`src/rtl/lanc_pkg.sv`:
```
// ---------------------------------------------------------------------------
// LMS noise canceller package
// Shared word types, register indexes, sequencer states and a saturation helper.
// ---------------------------------------------------------------------------
package lanc_pkg;

    localparam int DATA_W     = 16;
    localparam int WEIGHT_W   = 24;
    localparam int STEP_W     = 16;
    localparam int LIMIT_W    = 23;
    localparam int CFG_IDX_W  = 1;
    localparam int CFG_DATA_W = 23;
    localparam int SAT_W      = 32;

    localparam logic [STEP_W-1:0]  STEP_RESET  = 16'd655;
    localparam logic [LIMIT_W-1:0] LIMIT_RESET = 23'd4194304;

    typedef enum logic [CFG_IDX_W-1:0] {
        CFG_STEP_SIZE    = 1'b0,
        CFG_WEIGHT_LIMIT = 1'b1
    } t_cfg_idx;

    typedef enum logic [2:0] {
        ST_IDLE,
        ST_FILT,
        ST_ROUND,
        ST_ERR,
        ST_UPD
    } t_state;

    typedef struct packed {
        logic signed [DATA_W-1:0] desired_sample;
        logic signed [DATA_W-1:0] reference_sample;
    } t_in_word;

    typedef struct packed {
        logic signed [DATA_W-1:0] error_sample;
        logic signed [DATA_W-1:0] filter_output;
    } t_out_word;

    // saturate to Q1.15
    function automatic logic signed [DATA_W-1:0] sat_q15(input logic signed [SAT_W-1:0] v);
        logic signed [DATA_W-1:0] r;
        if (v > 32'sd32767) begin
            r = 16'sh7FFF;
        end else if (v < -32'sd32768) begin
            r = 16'sh8000;
        end else begin
            r = v[DATA_W-1:0];
        end
        return r;
    endfunction

endpackage

```
`src/rtl/lanc_wmem.sv`:
```
// ---------------------------------------------------------------------------
// LMS noise canceller weight store
// One read and one write port. Every entry reads as zero until the first
// update pass has written the whole store in ascending order.
// ---------------------------------------------------------------------------
module lanc_wmem #(
    parameter int TAP_COUNT = 32
) (
    input  logic                                   i_clk,
    input  logic                                   i_rst_n,
    input  logic                                   i_rd_en,
    input  logic [$clog2(TAP_COUNT)-1:0]           i_rd_idx,
    output logic signed [lanc_pkg::WEIGHT_W-1:0]   o_rd_data,
    input  logic                                   i_wr_en,
    input  logic [$clog2(TAP_COUNT)-1:0]           i_wr_idx,
    input  logic signed [lanc_pkg::WEIGHT_W-1:0]   i_wr_data
);

    localparam int IDX_W = $clog2(TAP_COUNT);
    localparam logic [IDX_W-1:0] LAST_IDX = IDX_W'(TAP_COUNT - 1);

    logic signed [lanc_pkg::WEIGHT_W-1:0] r_mem [TAP_COUNT];
    logic signed [lanc_pkg::WEIGHT_W-1:0] r_q;
    logic r_primed;
    logic r_q_valid;

    always_ff @(posedge i_clk) begin
        if (!i_rst_n) begin
            r_primed  <= 1'b0;
            r_q_valid <= 1'b0;
        end else begin
            if (i_wr_en && i_wr_idx == LAST_IDX) begin
                r_primed <= 1'b1;
            end
            if (i_rd_en) begin
                r_q_valid <= r_primed;
            end
        end
    end

    always_ff @(posedge i_clk) begin
        if (i_wr_en) begin
            r_mem[i_wr_idx] <= i_wr_data;
        end
        if (i_rd_en) begin
            r_q <= r_mem[i_rd_idx];
        end
    end

    assign o_rd_data = r_q_valid ? r_q : '0;

endmodule

```
`config.mk`:
```
export PLATFORM = sky130hd
export DESIGN_NAME = lanc_wmem
export DESIGN_NICKNAME = d
export VERILOG_FILES = /design/src/rtl/lanc_pkg.sv /design/src/rtl/lanc_wmem.sv
export SDC_FILE = /design/constraint.sdc
export NUM_CORES = 1
export LEC_CHECK = 0
export BUFFER_PORTS_ARGS = -buffer_cell sky130_fd_sc_hd__buf_4
export CAP_MARGIN = 20
export CORE_AREA = 2 2 241 243
export DETAILED_ROUTE_END_ITERATION = 12
export DIE_AREA = 0 0 243 245
export GPL_TIMING_DRIVEN = 0
export PLACE_DENSITY = 0.78
export SLEW_MARGIN = 0
export SYNTH_ARGS = -nofsm -noshare
export SYNTH_HDL_FRONTEND = slang
export SYNTH_SLANG_ARGS = --single-unit
```
`constraint.sdc`:
```
create_clock -name i_clk -period 2.4 [get_ports i_clk]
set_input_delay 0.48 -clock i_clk [delete_from_list [all_inputs] [get_ports i_clk]]
set_output_delay 0.48 -clock i_clk [all_outputs]
set_load 0.05 [all_outputs]
```
After elaboration in Yosys (flattened, before gate mapping) --
Memories as Yosys holds them, arrays and structs flattened. A register that Yosys moved wholly into a read port is not among the register bits. Cells that the tools add are included.
Operators by class: equal/unequal tests 1, mux-type cells 3, reduce and logical (&&, ||, !) cells 1
Operators by type and width (count):
- 2-to-1 mux 24 bit | 1
- equality test 5 bit, second input constant | 1
- 2-to-1 mux 1 bit | 2
- logical AND 1 bit | 1
Storage, ports and cells: register bits 2, RAM bits 768, bits of input ports 38, output and inout port bits 24, memories 1
Memory list:
- r_mem | depth 32, bits a word 24, rd ports 1, clocked after memory_dff 1, write ports 1, line lanc_wmem.sv:22 | logic signed [lanc_pkg::WEIGHT_W-1:0] r_mem [TAP_COUNT];

Longest topological paths before layout --
depth in word-level cells 2, mapped depth 8, mapped depth without buffers 5

Worst setup path after synthesis --
OpenSTA, ideal clock, no wires.
path type input to register, start point in i_wr_idx[0], end point mem r_mem[12][0] in the netlist's numbering, enable pin, setup time 405 ps, arrival time 2162 ps, slack -167 ps, stages on the path 3, path buffers 1, cells stage by stage or3b_2 -> clkbuf_1 -> nor2_1
RTL lines:
- start, declared | line lanc_wmem.sv:15 | input logic [$clog2(TAP_COUNT)-1:0] i_wr_idx,
- end, declared | line lanc_wmem.sv:22
Straight into the memory's write port.

Worst setup path in the final report --
start point in i_wr_idx[0], end point mem r_mem[4][15] in the netlist's numbering, enable pin
Straight into the memory's write port.

==> summary.md <==
| Metric | Value |
|---|---|
| IO Pins | 62 |
| Maximum number of pins on one net before global-route repair | 33 |
| Final setup violation count | 0 |
| Max-cap violations | 0 |
| Final weighted congestion of routability-driven global placement | 0.830 |
| Register bit total from synthesis | 794 |
| Cell area after synthesis | 30900 µm² |
| H-tree levels | 3 |
| Overall Global Routing Usage | 23.8% |
| Post-Place Worst Slack | -443 ps |
| Top cell type's share of synthesized area | 76.9% |
| Slew @ Worst Pin | 1050 ps |
| Number of port buffers | 60 |
| Headroom to the max-slew limit | 29.9% |
| Total count of hold-check failures in the final report | 0 |
| Arr. time, crit path | 2580 ps |
| Cell with the largest stage delay on the worst path | sky130_fd_sc_hd__nor2_2 |
| Sequential share of the synthesized area | 77.0% |
| Worst hold path type | in2reg |
| Critical path's top delay family | simple AND/OR/NAND/NOR gates |
| Final worst-path setup slack | 122 ps |
| Drc violations | 0 |
| Final clock period utilization by the worst path | 94.9% |
| HPWL after detailed placement | 44.3 mm |
| Final routed wire length divided by cell count | 26.1 µm |
| Clk_skew | 19.5 ps |
| RSZ-0062 raised after global routing | false |
| Hold buffer count at CTS | 0 |
| Routed wire length | 71.0 mm |
| Clock transition at the registers of the reported paths | 60 ps |
| Number of detailed-route iterations in the first pass | 6 |
| Number of flops mapped to enable cells by yosys | 792 |
| Final #Nets | 1939 |
| Setup Buffers After CTS | 0 |
| Global-route wire length before repair | 104 mm |
| TritonCTS clock tree | yes |
| Clk sinks | 794 |
| Number of clock buffers inserted by TritonCTS | 76 |
| GR Overflow Total | 0 |
| Total inserted antenna cells | 0 |
| Leakage | 12.3 nW |
| Initial antenna violation count | 2 |
| Worst supply voltage drop on vdd | 0.000873 V |
| Commonest cells in the netlist | sky130_fd_sc_hd__edfxtp_1 (792), sky130_fd_sc_hd__mux2i_1 (385), sky130_fd_sc_hd__nand2_1 (74), sky130_fd_sc_hd__nand3_1 (74) |
| Overall die area | 59500 µm² |
| Library cell used as clock root buffer | sky130_fd_sc_hd__clkbuf_16 |
| Total count of max-transition violations in the final report | 0 |
| Number of buffers between clock root and the deepest sink | 3 |
| Number of warnings printed during yosys synthesis | 0 |
| Violation count after the first detailed-route iteration | 1949 |
| Area of the core | 57000 µm² |
| Number of nets in the synthesized netlist | 1780 |
| Status | complete, no violations |
| Library cell with the largest summed area after synthesis | sky130_fd_sc_hd__edfxtp_1 |
| Critical path data required time | 2700 ps |
| Total of fill cells in the finished design | 4004 |
| Starting density of the core | 54.3% |
| Dominant cells by area after synthesis | sky130_fd_sc_hd__edfxtp_1 (77%), sky130_fd_sc_hd__mux2i_1 (12%), sky130_fd_sc_hd__a22oi_1 (1.7%), sky130_fd_sc_hd__a22o_1 (1.4%), sky130_fd_sc_hd__nand3_1 (1.2%) |
| Main synth FF type | sky130_fd_sc_hd__edfxtp_1 |
| Final period demand of the worst path | 2280 ps |
| Avg Synthesized Cell Area | 17.8 µm² |
| Combined buffer and inverter count along the critical path | 3 |
| Fraction of the core area covered by cells at the end of the flow | 61.8% |
| Critical Path Sink Type | flop |
| Clock latency on the worst-skew pair | 610 ps |
| Post-synthesis to final-layout area growth | 14.0% |
| DRT antenna net count | 0 |
| Longest individual stage delay on the worst path | 830 ps |
| Detailed-route via count | 16400 |
| Number of unique standard cell types used by synthesis | 25 |
| Setup Crit Path Kind | in2reg |
| Critical Path Start Type | input pin |
| Cell with the most instances after synthesis | sky130_fd_sc_hd__edfxtp_1 |
| Post-synthesis instance total | 1742 |
| Std cell rows | 88 |
| Via density per instance | 6.04 |
| Max Fclk | 0.439 GHz |
| Post-synth ARST share | 0% |
| Number of global-route vias before repair | 16800 |
| Largest fanout on the critical path | 13 |
| Worst path cell trace | buf_4 -> or3b_2 -> clkbuf_1 -> nor2_2 -> buf_8 |
| Ratio of cells with drive above 1 in the final layout | 14.4% |
| Floorplan die width | 243 µm |
| Total power divided by cell area | 815 nW/µm² |
| Height of the die | 245 µm |
registers in the layout, indices dropped and copies added, names as in the netlist:
signal	cells
r_q	24
r_primed	1
r_q_valid	1
r_mem	768
timing repair:
item                       4_1_cts  5_1_grt
hold endpoints to repair         0        0
setup endpoints to repair       20        1
resized for setup                2        1
layer usage:
| metal | vias to the layer above | global-route usage (%) | share of wire [%] | wire length [µm] |
|---|---|---|---|---|
| li1 | 7208 | - | - | - |
| met2 | 748 | 40.5 | 50 | 35400 |
| met5 | - | 0 | 0.018 | 13 |
| met4 | 2 | 7.81 | 3.0 | 2120 |
| met1 | 8318 | 30.9 | 39 | 27700 |
| met3 | 164 | 5.03 | 8.1 | 5780 |
where the power goes:
group          internal (mW)  switching, mW
logic                  0.487           1.03
clock network           6.88           4.83
registers               15.5         0.0456
total                   22.8           5.91
worst reg2reg max path, cell delays in order (launching register included):
cell,delay [ps]
sky130_fd_sc_hd__edfxtp_1,380
sky130_fd_sc_hd__mux2i_1,160
sky130_fd_sc_hd__a22o_1,170
sky130_fd_sc_hd__nor3_1,100
sky130_fd_sc_hd__a31oi_1,480
sky130_fd_sc_hd__nand3_1,210
path summary, 6_finish.rpt:
kind,from,to,slack [ps],cells past startpoint
max,i_wr_idx[0],r_mem[4][15]$_DFFE_PP_,120,5
min reg2reg,r_primed$_SDFFE_PN0P_,r_primed$_SDFFE_PN0P_,470,1
min,i_rst_n,r_primed$_SDFFE_PN0P_,70,2
max reg2reg,r_mem[7][14]$_DFFE_PP_,r_q[14]$_DFFE_PP_,630,5
layout by cell type, fill, tap and decap left out, types with 5 or more instances in the layout:
cell type / count
sky130_fd_sc_hd__bufinv_16: 7
sky130_fd_sc_hd__a22oi_1: 72
sky130_fd_sc_hd__buf_2: 30
sky130_fd_sc_hd__clkbuf_1: 48
sky130_fd_sc_hd__clkbuf_16: 81
sky130_fd_sc_hd__buf_4: 73
sky130_fd_sc_hd__buf_8: 16
sky130_fd_sc_hd__nor2_2: 16
sky130_fd_sc_hd__nand2_1: 74
sky130_fd_sc_hd__buf_6: 22
sky130_fd_sc_hd__nor3_1: 24
sky130_fd_sc_hd__edfxtp_1: 792
sky130_fd_sc_hd__nand3_1: 74
sky130_fd_sc_hd__clkinv_1: 14
sky130_fd_sc_hd__nand3b_1: 5
sky130_fd_sc_hd__mux2i_1: 385
sky130_fd_sc_hd__a22o_1: 48
sky130_fd_sc_hd__clkinv_2: 10
sky130_fd_sc_hd__a21oi_1: 72
sky130_fd_sc_hd__and2_1: 25
sky130_fd_sc_hd__nor2_4: 16
sky130_fd_sc_hd__buf_12: 5
sky130_fd_sc_hd__a31oi_1: 24
stage by stage:
step,std cells,hold slack [ps],power [mW],area [µm²],TNS (ps)
after floorplan,1742,440,16.6,31000,-33430
after CTS,2720,54.3,28.8,35300,0
after global placement,2567,447,17.2,32400,-798690
final,2720,73.0,28.7,35300,0
after detailed placement,2588,457,17.3,32900,-124880
after global routing,2720,74.9,29.5,35300,0
layout make-up:
class	count	area [µm²]	share of cell area, %
Sequential cell	794	23800	67.5
Multi-Input combinational cell	848	6650	18.9
Clock buffer	100	2100	5.95
Tap cell	765	957	2.71
Timing Repair Buffer	81	791	2.24
Buffer	100	632	1.79
Clock inverter	32	320	0.908
logic make-up after synthesis:
| family | synth area share, % |
|---|---|
| buffers and inverters | 2.03 |
| and+or+nand+nor | 3.75 |
| AOI/OAI and AO/OA | 4.78 |
| DFF | 77.0 |
| muxes | 12.5 |
(Power assumes the default switching activity.)
