File: src/rtl/lanc_pkg.sv
// ---------------------------------------------------------------------------
// LMS noise canceller package
// Shared word types, register indexes, sequencer states and a saturation helper.
// ---------------------------------------------------------------------------
package lanc_pkg;

    localparam int DATA_W     = 16;
    localparam int WEIGHT_W   = 24;
    localparam int STEP_W     = 16;
    localparam int LIMIT_W    = 23;
    localparam int CFG_IDX_W  = 1;
    localparam int CFG_DATA_W = 23;
    localparam int SAT_W      = 32;

    localparam logic [STEP_W-1:0]  STEP_RESET  = 16'd655;
    localparam logic [LIMIT_W-1:0] LIMIT_RESET = 23'd4194304;

    typedef enum logic [CFG_IDX_W-1:0] {
        CFG_STEP_SIZE    = 1'b0,
        CFG_WEIGHT_LIMIT = 1'b1
    } t_cfg_idx;

    typedef enum logic [2:0] {
        ST_IDLE,
        ST_FILT,
        ST_ROUND,
        ST_ERR,
        ST_UPD
    } t_state;

    typedef struct packed {
        logic signed [DATA_W-1:0] desired_sample;
        logic signed [DATA_W-1:0] reference_sample;
    } t_in_word;

    typedef struct packed {
        logic signed [DATA_W-1:0] error_sample;
        logic signed [DATA_W-1:0] filter_output;
    } t_out_word;

    // saturate to Q1.15
    function automatic logic signed [DATA_W-1:0] sat_q15(input logic signed [SAT_W-1:0] v);
        logic signed [DATA_W-1:0] r;
        if (v > 32'sd32767) begin
            r = 16'sh7FFF;
        end else if (v < -32'sd32768) begin
            r = 16'sh8000;
        end else begin
            r = v[DATA_W-1:0];
        end
        return r;
    endfunction

endpackage

File: src/rtl/lanc_hist.sv
// ---------------------------------------------------------------------------
// LMS noise canceller sample history
// Circular buffer of reference samples; tap 0 is the newest. Taps not yet
// filled since reset read as zero through a fill count.
// ---------------------------------------------------------------------------
module lanc_hist #(
    parameter int TAP_COUNT = 32
) (
    input  logic                                   i_clk,
    input  logic                                   i_rst_n,
    input  logic                                   i_push,
    input  logic signed [lanc_pkg::DATA_W-1:0]     i_sample,
    input  logic                                   i_rd_en,
    input  logic [$clog2(TAP_COUNT)-1:0]           i_rd_tap,
    output logic signed [lanc_pkg::DATA_W-1:0]     o_rd_data
);

    localparam int IDX_W = $clog2(TAP_COUNT);
    localparam int CNT_W = $clog2(TAP_COUNT + 1);
    localparam logic [IDX_W:0]   DEPTH    = (IDX_W + 1)'(TAP_COUNT);
    localparam logic [IDX_W-1:0] LAST_IDX = IDX_W'(TAP_COUNT - 1);
    localparam logic [CNT_W-1:0] FULL_CNT = CNT_W'(TAP_COUNT);

    logic signed [lanc_pkg::DATA_W-1:0] r_mem [TAP_COUNT];
    logic signed [lanc_pkg::DATA_W-1:0] r_q;
    logic [IDX_W-1:0] r_head;
    logic [IDX_W-1:0] n_head;
    logic [CNT_W-1:0] r_fill;
    logic [CNT_W-1:0] n_fill;
    logic             r_q_valid;
    logic [IDX_W:0]   addr_sum;
    logic [IDX_W-1:0] rd_addr;

    always_comb begin
        n_head = (r_head == '0) ? LAST_IDX : r_head - 1'b1;
        n_fill = (r_fill == FULL_CNT) ? r_fill : r_fill + 1'b1;
    end

    // tap i sits i entries past the head, wrapping at the depth
    always_comb begin
        addr_sum = {1'b0, r_head} + {1'b0, i_rd_tap};
        if (addr_sum >= DEPTH) begin
            addr_sum = addr_sum - DEPTH;
        end
        rd_addr = addr_sum[IDX_W-1:0];
    end

    always_ff @(posedge i_clk) begin
        if (!i_rst_n) begin
            r_head    <= '0;
            r_fill    <= '0;
            r_q_valid <= 1'b0;
        end else begin
            if (i_push) begin
                r_head <= n_head;
                r_fill <= n_fill;
            end
            if (i_rd_en) begin
                r_q_valid <= CNT_W'(i_rd_tap) < r_fill;
            end
        end
    end

    always_ff @(posedge i_clk) begin
        if (i_push) begin
            r_mem[n_head] <= i_sample;
        end
        if (i_rd_en) begin
            r_q <= r_mem[rd_addr];
        end
    end

    assign o_rd_data = r_q_valid ? r_q : '0;

endmodule

File: config.mk
export PLATFORM = sky130hd
export DESIGN_NAME = lanc_hist
export DESIGN_NICKNAME = d
export VERILOG_FILES = /design/src/rtl/lanc_pkg.sv /design/src/rtl/lanc_hist.sv
export SDC_FILE = /design/constraint.sdc
export NUM_CORES = 1
export LEC_CHECK = 0
export BUFFER_PORTS_ARGS = -buffer_cell sky130_fd_sc_hd__buf_2
export CAP_MARGIN = 10
export CORE_ASPECT_RATIO = 0.9
export CORE_UTILIZATION = 40
export DETAILED_ROUTE_END_ITERATION = 8
export PLACE_DENSITY_LB_ADDON = 0.15
export SLEW_MARGIN = 20
export SYNTH_ARGS = -nofsm -noshare
export SYNTH_HDL_FRONTEND = slang
export SYNTH_SLANG_ARGS = --single-unit
File: constraint.sdc
create_clock -name i_clk -period 8.4 [get_ports i_clk]
set_input_delay 0.42 -clock i_clk [delete_from_list [all_inputs] [get_ports i_clk]]
set_output_delay 0.42 -clock i_clk [all_outputs]
set_load 0.01 [all_outputs]
== After elaboration in Yosys (flattened, before gate mapping) ==
Memories as Yosys holds them, arrays and structs flattened. A register that Yosys moved wholly into a read port is not among the register bits.
Cells that the tools add are included.
Word-level totals
  register bits: 12
  latch bits: 0
  bits in writable memories: 512
  ROM bits: 0
  input port bits: 25
  output and inout bits: 16
  logic and storage cells: 19
  memories kept: 1
Memories
  r_mem: words 32, width 16, read ports 1, clocked after Yosys merged registers in 1, write ports 1, line lanc_hist.sv:24  | logic signed [lanc_pkg::DATA_W-1:0] r_mem [TAP_COUNT];
Operators by class
  add/subtract/negate cells: 4
  multiply operators: 0
  divide/modulo/power cells: 0
  magnitude comparators: 2
  equality and inequality tests: 1
  shift-type cells: 0
  mux-type cells: 5
  bitwise logic cells: 1
  reductions and logical operators: 2
Operator list (count)
  16-bit two-way mux: 1
  5-bit two-way mux: 2
  5-bit by 1-bit subtractor with 5-bit output, second input constant: 2
  5-bit by 5-bit adder with 6-bit output: 1
  6-bit by 1-bit adder with 6-bit output, second input constant: 1
  6-bit equality test, second input constant: 1
  6-bit greater-or-equal comparator, second input constant: 1
  5-bit by 6-bit < comparator with 1-bit output: 1
  5-bit zero test: 1
  1-bit two-way mux: 2
  2-bit AND reduction: 1
  1-bit inverter: 1

== Depth between registers and ports, before layout ==
  word-level depth: 3
  gate-level depth with buffers: 11
  mapped depth without buffers: 9

== Least setup slack after synthesis ==
OpenSTA, ideal clock, no wires.
  kind: reg2reg
  start point: reg r_head[1]
  end point: mem r_mem[20][0] (netlist name) (enable)
  library setup time: 0.388 ns
  data arrival time: 2.424 ns
  data required time: 8.012 ns
  setup slack: 5.588 ns
  cell stages (with the launch flop): 8
  path buffers: 1
  period minus slack after synthesis: 2.812 ns
  path through: dfxtp_1 > inv_1 > ha_1 > clkbuf_1 > or4b_2 > o21ai_0 > nand2_1 > nor2_1
Between the ends
  word-level cells in the longest chain between the ends: 2
  elaborated cells on any way between the ends: 3
  classes of those cells: add/sub (1); mux (1); reduce/logical (1)
RTL lines
  start, declared: line lanc_hist.sv:26  | logic [IDX_W-1:0] r_head;
  start signal, assigned: line lanc_hist.sv:55  | r_head <= n_head;
  5-bit by 1-bit subtractor with 5-bit output / 5-bit zero test (equally long branches): line lanc_hist.sv:35  | n_head = (r_head == '0) ? LAST_IDX : r_head - 1'b1;
  5-bit two-way mux *: line lanc_hist.sv:35
  end, declared: line lanc_hist.sv:24
Mark *: on every way between the ends. The rest lies on a longest branch, timed or not.

== Final worst setup path ==
  start point: reg r_head[0]
  end point: reg r_q[15] (netlist name), read port of r_mem (data pin)
Between the ends
  word-level cells in the longest chain between the ends: 3
  elaborated cells on any way between the ends: 4
  classes of those cells: add/sub (2); order compare (1); mux (1)
RTL lines
  5-bit by 5-bit adder with 6-bit output *: line lanc_hist.sv:41  | addr_sum = {1'b0, r_head} + {1'b0, i_rd_tap};
  5-bit by 1-bit subtractor with 5-bit output / 6-bit greater-or-equal comparator (equally long branches): line lanc_hist.sv:43, lanc_hist.sv:42
  5-bit two-way mux *: line lanc_hist.sv:42  | if (addr_sum >= DEPTH) begin
  end, declared: line lanc_hist.sv:25  | logic signed [lanc_pkg::DATA_W-1:0] r_q;
Marks and branches as above.
A chain may end at the register's enable or synchronous reset.

==> summary.txt <==
Run status
  • Status: completed

Layout
  • Most frequent cells in the layout: edfxtp_1 (528), mux4_2 (128), clkbuf_16 (55)
  • Fraction of layout instances using a drive strength above 1: 0.317
  • Antenna diodes: 0
  • Post-layout util: 0.458
  • P&R area growth vs syn: 12.9%
  • Filler Cell Count: approximately 4,500
  • Commonest non-fill, non-tap cell in the layout: edfxtp_1
  • Final nets: between 1,000 and 1,500
  • Final Cell Area: roughly 24,000 um2

GRT
  • GRT Resource Usage Total: 0.189
  • Initial antenna violation count: 2
  • Grt total ovfl: 0
  • Largest net degree at the start of global routing: 101
  • First-pass GRT wire length: ~73 mm
  • Vias in the first global route: around 10,000

Power
  • Maximum vdd ir drop: 0.000151 V
  • Combinational cell fraction of total power: 0.151
  • Switching share of power: 0.251
  • Part of the power in the clock network: 0.359
  • Design Power: about 0.0063 W
  • Pwr per Cell Area: between 200 and 300 nW/um2
  • Internal power: 0.00471 W
  • LEAKAGE: about 7.6 nW
  • Seq pwr share: 0.490
  • Switching pwr: approximately 0.0016 W

Synth
  • Synth Register Bits: 540
  • Mapped Cells: slightly below 1,000
  • Async SR Flop Fraction: 0
  • Yosys cell types: 46
  • Post-Syn Area: ~22,000 um2
  • Ys flop type: edfxtp_1
  • Avg Cell Area, Syn: roughly 22 um2
  • Seq/Total Area, Yosys: 0.748
  • Area leader, netlist: edfxtp_1
  • Post-synthesis net count: just over 1,000
  • Ranking of synthesized cells by area: edfxtp_1 (74%), mux4_2 (13%), mux2_2 (1.7%)
  • Post-synth EDFFs: between 500 and 600
  • Synth warn: 0
  • Synth top area share: 0.737

Clock network
  • Resize count post-CTS: 0
  • Sink Count: 540
  • TritonCTS clock tree: done
  • H-tree depth reported by CTS: 2
  • Cts hold-fix bufs: 0
  • CTS Root Cell: clkbuf_16
  • Clk slew on worst S/H paths: ~0.06 ns
  • Post-CTS Setup Inserts: 0
  • Largest buffer count on any clock path: 3
  • CTS Buf Count: 53
  • Worst-skew pair later-pin latency: between 0.6 and 0.7 ns

Setup path
  • Crit-path max cell delay: about 1.4 ns
  • Critical-path cell list: ha_4, inv_1, fa_4, buf_12, mux4_2, mux2_2, o22ai_1, a211oi_1
  • Arrival @ worst endpoint: between 4 and 5 ns
  • CP Class: flip-flop to flip-flop
  • CP Capture Type: flip-flop
  • Slowest-stage cell, CP: fa_4
  • Critical Path RT: 8.67 ns
  • Critical path startpoint category: flip-flop
  • CP max FO: between 70 and 80

Timing
  • Setup tns final: 0 ns
  • Tightest Pin Transition: around 1.0 ns
  • F_max: approximately 240 MHz
  • Final hold vios: 0
  • Final setup margin: approximately 4.2 ns
  • Max_slew headroom: 0.300
  • Crit share post-route: 0.503
  • RSZ-0062 raised after global routing: false
  • Min Tclk post-route: 4.23 ns
  • Clk_skew: 0.0131 ns
  • Setup violations, final: 0
  • Max Transition Viols Final: 0

Floorplan
  • Core ar.: ~53,000 um2
  • # rows: 80
  • Starting Density: 0.406
  • Full die area: between 50,000 and 60,000 um2
  • I/O pin count: 41
  • Die Ht: between 200 and 250 um
  • Die Span X: around 250 um

Route
  • Antenna viol nets, final: 0
  • Vias per cell: around 5.5
  • Routed len/inst: ~28 um
  • Vias: 10,000
  • DRT Pass-1 Iters: 5
  • Final wirelength: around 50 mm
  • Starting DRT DRC Count: ~840
  • DRC viols: 0

Placement
  • IO buf count: 40
  • Placed cell area: between 20,000 and 25,000 um2
  • GP Congestion: about 0.74
  • HPWL Detailed: ~28 mm
  • Pre-CTS setup slack: 4.16 ns

Worst hold path
  • Worst hold-check path type: input port to flip-flop

Run
  • Max-cap violation count: 0
critical path: cells and delay by family, from the launching register on:
| kind | cells | cell delay [ns] |
|---|---|---|
| adder cells (fa/ha/maj) | 2 | 1.58 |
| AO/OA/AOI/OAI | 2 | 0.55 |
| buffers and inverters | 2 | 0.51 |
| multiplexers | 2 | 0.68 |
| flip-flops | 1 | 0.47 |
per-layer routing:
metal	routed length (um)	vias to the layer above	share of wire	track usage
met2	23000	272	0.46	0.286
li1	-	4293	-	-
met5	11	-	0.00022	0
met1	23400	5380	0.47	0.283
met3	2800	64	0.056	0.0294
met4	951	2	0.019	0.0518
worst paths after layout:
kind / start / endpoint / slack, ns / cells after the start
worst max-delay path: r_head[0] / r_q[15] / 4.17 / 8
worst max register to register: r_head[0] / r_q[15] / 4.17 / 8
worst min register to register: r_fill[5] / r_q_valid / 0.50 / 2
worst min-delay path: i_rst_n / r_head[4] / 0.16 / 3
sequential cells by signal, summed over array words and instances (netlist names):
signal and cells:
r_mem 512, r_head 5, r_q 16, r_fill 6
r_q_valid 1
logic make-up (layout without fill, tap and decap cells):
kind of cell / count (synthesis) / in the layout / share of synthesized area
buffers and inverters: 64 / 186 / 0.0173
XOR/XNOR: 11 / 11 / 0.00535
AND/OR/NAND/NOR: 113 / 113 / 0.0263
flip-flops: 540 / 540 / 0.748
adder cells (fa/ha/maj): 16 / 16 / 0.00965
multiplexers: 178 / 178 / 0.159
AO/OA/AOI/OAI: 72 / 72 / 0.0345
Yosys cell counts (4+ instances only):
cell and n:
nand3_1 4, a2111oi_0 6, mux4_2 128, inv_1 15, buf_6 6, nand2_1 17
a211oi_2 9, dfxtp_1 12, nor2_1 41, o22ai_1 16, edfxtp_1 528, mux2i_1 18
a2111oi_4 9, nor2b_1 17, mux2_2 32, a21oi_1 7, buf_4 13, clkbuf_1 11
buf_2 18, a211oi_1 6, and2_1 21, xnor2_1 7, ha_1 15, o21ai_0 7
cell type report:
class / instances / area (um2) / share of cell area
Inverter: 15 / 56.3 / 0.00232
Multi-Input combinational cell: 390 / 5150 / 0.212
Clock inverter: 29 / 206 / 0.00850
Tap cell: 697 / 872 / 0.0359
Sequential cell: 540 / 16100 / 0.662
Timing Repair Buffer: 78 / 510 / 0.0210
Clock buffer: 64 / 1410 / 0.0580
metrics by stage:
| stage | std cells | hold WS, ns |
|---|---|---|
| 6_report | 1813 | 0.161 |
| 4_1_cts | 1813 | 0.124 |
| 5_1_grt | 1813 | 0.164 |
| 2_1_floorplan | 994 | 0.477 |
| 3_3_place_gp | 1720 | 0.502 |
| 3_5_place_dp | 1720 | 0.501 |
power by group through the flow:
stage	combinational (W)	clock [W]	sequential (W)
finish	0.000948	0.00226	0.00308
global route	0.00101	0.00240	0.00309
CTS	0.000968	0.00231	0.00308
detailed placement	0.000963	0	0.00314
global placement	0.000960	0	0.00314
floorplan	0.000656	0	0.00312
Note: power is estimated with default switching activity, not from simulation.
